==> config.mk <==
export PLATFORM = sky130hd
export DESIGN_NAME = fcw_divider
export DESIGN_NICKNAME = d
export VERILOG_FILES = /design/src/design/fcw_pkg.sv /design/src/design/fcw_divider.sv
export SDC_FILE = /design/constraint.sdc
export NUM_CORES = 1
export LEC_CHECK = 0
export ABC_AREA = 1
export ABC_CLOCK_PERIOD_IN_PS = 2100
export BUFFER_PORTS_ARGS = -buffer_cell sky130_fd_sc_hd__buf_2
export CAP_MARGIN = 20
export CORE_ASPECT_RATIO = 1.4
export CORE_MARGIN = 1.5
export CORE_UTILIZATION = 30
export DETAILED_ROUTE_END_ITERATION = 6
export GPL_ROUTABILITY_DRIVEN = 0
export PLACE_DENSITY = 0.51
export SYNTH_ARGS = -nofsm -noshare
export SYNTH_HDL_FRONTEND = slang
export SYNTH_SLANG_ARGS = --single-unit
==> constraint.sdc <==
create_clock -name clk_i -period 2.1 [get_ports clk_i]
set_input_delay 0 -clock clk_i [delete_from_list [all_inputs] [get_ports clk_i]]
set_output_delay 0 -clock clk_i [all_outputs]
set_load 0.02 [all_outputs]
==> src/design/fcw_pkg.sv <==
// ----------------------------------------------------------------------------
// fcw_pkg: shared types and constants for the FAT12 cluster chain walker
// Beat layouts, register indexes, divider handshake and table constants.
// ----------------------------------------------------------------------------
package fcw_pkg;

  // Default size of the allocation table store in bytes.
  localparam int unsigned TableBytesDef = 8192;

  // Field widths fixed by the beat layouts.
  localparam int unsigned AddrW     = 13;
  localparam int unsigned ClusterW  = 12;
  localparam int unsigned OffsetW   = 25;
  localparam int unsigned SectorW   = 20;
  localparam int unsigned CfgIdxW   = 2;
  localparam int unsigned CfgDataW  = 16;

  // Shared divider: dividend and divisor widths, iteration counter width.
  localparam int unsigned DivBits   = OffsetW;
  localparam int unsigned DivisorW  = 16;
  localparam int unsigned DivCntW   = $clog2(DivBits + 1);

  // Cycle search window: width of the hop distance and window counters.
  localparam int unsigned DistW     = 13;

  // FAT12 link values.
  localparam logic [ClusterW-1:0] EndMark   = 12'hFF8;
  localparam logic [15:0]         EntryMask = 16'h0FFF;

  // Action codes of an input beat.
  localparam logic ActWrite = 1'b0;
  localparam logic ActWalk  = 1'b1;

  // Configuration register indexes.
  localparam logic [CfgIdxW-1:0] CfgClusterBytes     = 2'd0;
  localparam logic [CfgIdxW-1:0] CfgSectorsPerClust  = 2'd1;
  localparam logic [CfgIdxW-1:0] CfgDataStartSector  = 2'd2;

  // Configuration reset values.
  localparam logic [15:0] ClusterBytesRst  = 16'd512;
  localparam logic [7:0]  SectorsPerRst    = 8'd1;
  localparam logic [15:0] DataStartRst     = 16'd33;

  // Input beat.
  typedef struct packed {
    logic                action;
    logic [AddrW-1:0]    table_address;
    logic [7:0]          table_byte;
    logic [ClusterW-1:0] start_cluster;
    logic [OffsetW-1:0]  offset_in_file;
  } in_item_t;

  // Result beat.
  typedef struct packed {
    logic [ClusterW-1:0] found_cluster;
    logic [SectorW-1:0]  sector_address;
    logic                chain_ended;
  } out_item_t;

  // Request to the shared divider.
  typedef struct packed {
    logic                start;
    logic [DivBits-1:0]  dividend;
    logic [DivisorW-1:0] divisor;
  } div_req_t;

  // Response of the shared divider.
  typedef struct packed {
    logic                done;
    logic [DivBits-1:0]  quotient;
    logic [DivisorW-1:0] remainder;
  } div_rsp_t;

endpackage

==> src/design/fcw_divider.sv <==
// ----------------------------------------------------------------------------
// fcw_divider: shared restoring divider
// Produces one quotient bit per cycle; done pulses when quotient and
// remainder are valid. They hold until the next start.
// ----------------------------------------------------------------------------
module fcw_divider (
  input  logic               clk_i,
  input  logic               rst_ni,
  input  fcw_pkg::div_req_t  req_i,
  output fcw_pkg::div_rsp_t  rsp_o
);

  logic                              busy_q;
  logic                              done_q;
  logic [fcw_pkg::DivCntW-1:0]       cnt_q;
  logic [fcw_pkg::DivBits-1:0]       work_q, work_d;
  logic [fcw_pkg::DivisorW-1:0]      part_q, part_d;
  logic [fcw_pkg::DivisorW-1:0]      divisor_q;
  logic [fcw_pkg::DivisorW:0]        trial;
  logic                              fits;

  // One restoring step: bring in the next dividend bit and try a subtract.
  always_comb begin
    trial  = {part_q, work_q[fcw_pkg::DivBits-1]};
    fits   = (trial >= {1'b0, divisor_q});
    part_d = fits ? fcw_pkg::DivisorW'(trial - {1'b0, divisor_q})
                  : trial[fcw_pkg::DivisorW-1:0];
    work_d = {work_q[fcw_pkg::DivBits-2:0], fits};
  end

  // Control: iteration counter and completion pulse.
  always_ff @(posedge clk_i or negedge rst_ni) begin
    if (!rst_ni) begin
      busy_q <= 1'b0;
      done_q <= 1'b0;
      cnt_q  <= '0;
    end else begin
      done_q <= 1'b0;
      if (req_i.start) begin
        busy_q <= 1'b1;
        cnt_q  <= fcw_pkg::DivCntW'(fcw_pkg::DivBits);
      end else if (busy_q) begin
        cnt_q <= cnt_q - fcw_pkg::DivCntW'(1);
        if (cnt_q == fcw_pkg::DivCntW'(1)) begin
          busy_q <= 1'b0;
          done_q <= 1'b1;
        end
      end
    end
  end

  // Datapath: operands load on start, then shift once per cycle.
  always_ff @(posedge clk_i) begin
    if (req_i.start) begin
      work_q    <= req_i.dividend;
      part_q    <= '0;
      divisor_q <= req_i.divisor;
    end else if (busy_q) begin
      work_q <= work_d;
      part_q <= part_d;
    end
  end

  assign rsp_o.done      = done_q;
  assign rsp_o.quotient  = work_q;
  assign rsp_o.remainder = part_q;

endmodule

---- Word-level counts from Yosys, hierarchy flattened ----
Cells that the tools add are included.
cells by class
  equality and inequality tests ........... 1
  $lt $le $gt $ge ......................... 1
  reductions and logical operators ........ 1
  muxes and demuxes ....................... 11
  add/subtract/negate cells ............... 2
operators by type and width
  kind                                              number
  2-to-1 mux 25 bit                                 2
  >= comparator 17 x 16 -> 1 bit                    1
  2-to-1 mux 16 bit                                 1
  subtractor 16 bit                                 1
  2-to-1 mux 5 bit                                  2
  2-to-1 mux 1 bit                                  6
  == test 5 x 1 -> 1 bit, second input constant     1
  subtractor 5 x 1 -> 5 bit, second input constant  1
  nonzero test 2 bit                                1
word-level totals
  register bits after elaboration ......... 64

---- Longest topological paths before layout ----
  depth in word-level cells ............... 4
  mapped depth ............................ 15
  gate-level depth less buffers ........... 14

---- Worst setup path before layout ----
No wires, ideal clock.
  kind .................................... reg2reg
  from .................................... register work_q[24] in the netlist's numbering
  to ...................................... register part_q[12] in the netlist's numbering
  cell stages (with the launch flop) ...... 12
  arrival time ............................ 1,773 ps
  period minus slack after synthesis ...... 1,886 ps
  required time ........................... 1,987 ps
  slack ................................... 214 ps
  setup time .............................. 113 ps
  buffers on the path ..................... 0
  path through ............................ edfxtp_1 > inv_1 > ha_1 > fa_1 > o21bai_1 > nand2_1 > nand3_1 > nand2_1 > nand2_1 > nand2_1 > nand3_1 > nand2_1
between the ends
  cells in the longest elaborated chain, start to end .. 2
  elaborated cells between the ends (all ways) .. 3
  classes of those cells .................. 1 x add/sub; 1 x order compare; 1 x mux
ends and longest elaborated chain
  element                                                              line                                  RTL
  start, declared                                                      fcw_divider.sv:16                     logic [fcw_pkg::DivBits-1:0] work_q, work_d;
  start signal, assigned                                               fcw_divider.sv:55                     work_q <= req_i.dividend;
  start signal, assigned                                               fcw_divider.sv:59                     work_q <= work_d;
  subtractor 16 bit or >= comparator 17 x 16 -> 1 bit (tied branches)  fcw_divider.sv:26, fcw_divider.sv:25
  2-to-1 mux 16 bit (*)                                                fcw_divider.sv:26                     part_d = fits ? fcw_pkg::DivisorW'(trial - {1'b0, divisor_q})
  end signal, assigned                                                 fcw_divider.sv:60                     part_q <= part_d;
  end, declared                                                        fcw_divider.sv:17                     logic [fcw_pkg::DivisorW-1:0] part_q, part_d;
Every way passes the cells marked *; elsewhere a longest branch is shown, timed or not.
A chain may end at the register's enable or synchronous reset.

---- Final worst setup path ----
  from .................................... register work_q[24] in the netlist's numbering
  to ...................................... register part_q[8] in the netlist's numbering
Same word-level chain as after synthesis.

==> qor.yml <==
synthesis:
  synth_flop_cell: "edfxtp_1"
  synthArstFlopShare: 0.109
  ys_seq_area_frac: 0.452
  syn_area_um2: 3820
  synth_top_area_share: 0.322
  synth_common_cells: "nand2_1, inv_1, edfxtp_1"
  yosys-top-cells-area: "edfxtp_1, nand2_1, dfxtp_1"
  syn_area_per_cell_um2: 7.93
  yosys.area.top_type: "edfxtp_1"
  ys_warn_count: 0
  synth_cell_types: 36
  synth_seq_cells: 64
  synth_nets: 545
  synth_edf_count: 41
  syn_inst: 482
  yosysMostFrequentCell: "nand2_1"
placement:
  dp_hpwl_um: 7830
  dp_cells: 723
  io_buffers: 85
sta:
  tightest_slew_ns: 0.417
  fmax_ghz: 0.510
  min_period_ns: 1.96
  rsz0062_at_grt: "true"
  tns_ns: 0
  drv_slew: 0
  clock-skew-final_ns: 0.0120
  hold_violations: 0
  slew_headroom: 0.722
  finalCritPeriodShare: 0.934
  setup_viol: 0
detailed_routing:
  vias: 3597
  viasPerCell: 4.59
  drcViolationCount: 0
  ant_nets: 0
  drt_iter0_drc: 146
  first_pass_iters: 5
  wl_um: 11000
  wire_per_inst_um: 14.0
clock_tree:
  clkSinkCount: 64
  clock_path_buffers: 2
  cts_inserted_buffers: 9
  clock_latency_ns: 0.35
  tritoncts: "yes"
  htree_num_levels: 3
  cts_root_buffer: "clkbuf_16"
  cts.clk_slew.worst_paths_ns: 0.06
critical_path:
  startpoint_type: "flip-flop"
  cp_max_fo: 3
  r2r_start: "work_q[24]"
  worstSetupPathType: "flip-flop to flip-flop"
  crit_path_end_kind: "flip-flop"
  rrSetupSlack_ns: 0.14
  worstReg2RegEnd: "part_q[8]"
  cp_data_arrival_time_ns: 2.20
  r2r.worst_path.cells: 11
  startpoint: "work_q[24]"
  crit_required_ns: 2.34
die:
  num_io_pins: 86
  rows: 48
  coreArea_um2: 12400
  dieHeight_um: 137
  die_w_um: 98.4
  fp.dieArea_um2: 13400
  initial_core_util: 0.309
global_route:
  grt_max_degree: 38
  antenna_found_initial: 0
  grt_pass1_vias: 3709
  overflow: 0
  grt_pass1_wl_um: 17900
  grt_usage: 0.172
run_status:
  status: "finished clean"
layout:
  fin_cells: 783
  nets: 691
  fill_cells: 1243
  areaGrowthSynthToFinish_pct: 37.5
  utilization: 0.425
  insertedDiodeCount: 0
  final_layout_size_suffix_gt1_frac: 0.248
pwr:
  power.density_nw_per_um2: 1260
  p_leak_uw: 0.00276
  peakVddDrop_mv: 0.569
hold_path:
  hold_class: "input pin to async pin"
job:
  cap_violations: 0
## power breakdown
part / switching [uW] / internal (uW) / leakage [uW] / total [uW]
Combinational: 1990 / 1310 / 0.00198 / 3300
Sequential: 169 / 1590 / 0.000642 / 1760
Clock: 606 / 953 / 0.000137 / 1560
Total: 2770 / 3860 / 0.00276 / 6620
## layout by cell type (no fill, tap or decap), types with 5 or more instances in the layout
master	netlist	layout
nand2_1	201	200
buf_2	2	85
inv_1	64	64
edfxtp_1	41	41
dlygate4sd3_1	0	41
nand3_1	24	24
buf_4	1	20
ha_1	18	18
nand3b_1	17	17
dfxtp_1	16	16
nand2_2	14	15
nor2_1	15	15
a21oi_1	12	11
clkbuf_16	0	9
dfrtp_1	7	7
nand4_1	5	5
xnor2_1	5	5
## cell families after synthesis
| kind of cell | synth area share |
|---|---|
| flops | 0.452 |
| buf+inv | 0.0914 |
| fa+ha+maj | 0.0642 |
| xor+xnor | 0.0138 |
| compound gates | 0.0324 |
| simple gates | 0.346 |
## worst max-delay path, cell delays in order, from the launching register on
cell,delay (ns)
edfxtp_1,0.39
inv_1,0.08
ha_1,0.23
fa_2,0.38
o21bai_2,0.26
nand2_1,0.11
nand3_1,0.10
nand2_1,0.06
nand2_1,0.07
nand2_1,0.05
nand3_1,0.07
nand2_1,0.06
## area by class of cell
class,instances,area [um^2],share of cell area
flip-flops and latches,64,1730,0.329
clock buffers,10,239,0.0455
multi-input cells,337,1770,0.336
well taps,150,188,0.0357
repair buffers,147,1010,0.191
inverters,69,259,0.0493
clock inverters,6,68.8,0.0131
## routing by layer
metal / global-route usage / part of all wire / vias to the layer above
met5: 0 / 0 / -
met4: 0.0798 / 0.028 / 0
met3: 0.0409 / 0.044 / 20
met2: 0.320 / 0.53 / 87
met1: 0.182 / 0.39 / 1674
li1: - / - / 1816
## worst max path at each step
stage	slack, ns	depth (start not counted)	to
after floorplan	0.21	11	part_q[12]
after global placement	-0.03	11	part_q[12]
after detailed placement	-0.05	11	part_q[12]
after CTS	0.04	13	part_q[14]
after global routing	-0.0004	13	part_q[14]
final	0.14	11	part_q[8]
## through the flow
stage          cell area, um^2  hold slack (ns)  total power (uW)  worst slack (ns)
2_1_floorplan             3820           -0.296              4000             0.214
3_3_place_gp              4490           -0.151              4900           -0.0318
3_5_place_dp              4490           -0.155              4910           -0.0486
4_1_cts                   5210           0.0151              6570            0.0419
5_1_grt                   5250           0.0329              7090         -0.000434
6_report                  5250           0.0162              6620             0.139
## registers in the layout (all words and copies together), names as in the netlist
signal,count
busy_q,1
cnt_q,5
divisor_q,16
done_q,1
part_q,16
work_q,25
## what timing repair did
item,4_1_cts,5_1_grt
buffers inserted,0,3
resized for setup,1,4
endpoints found under the setup margin,2,6
hold endpoints to repair,47,0
pin swaps,0,2
hold buffers,41,0
Power figures use the tool's default switching activity.
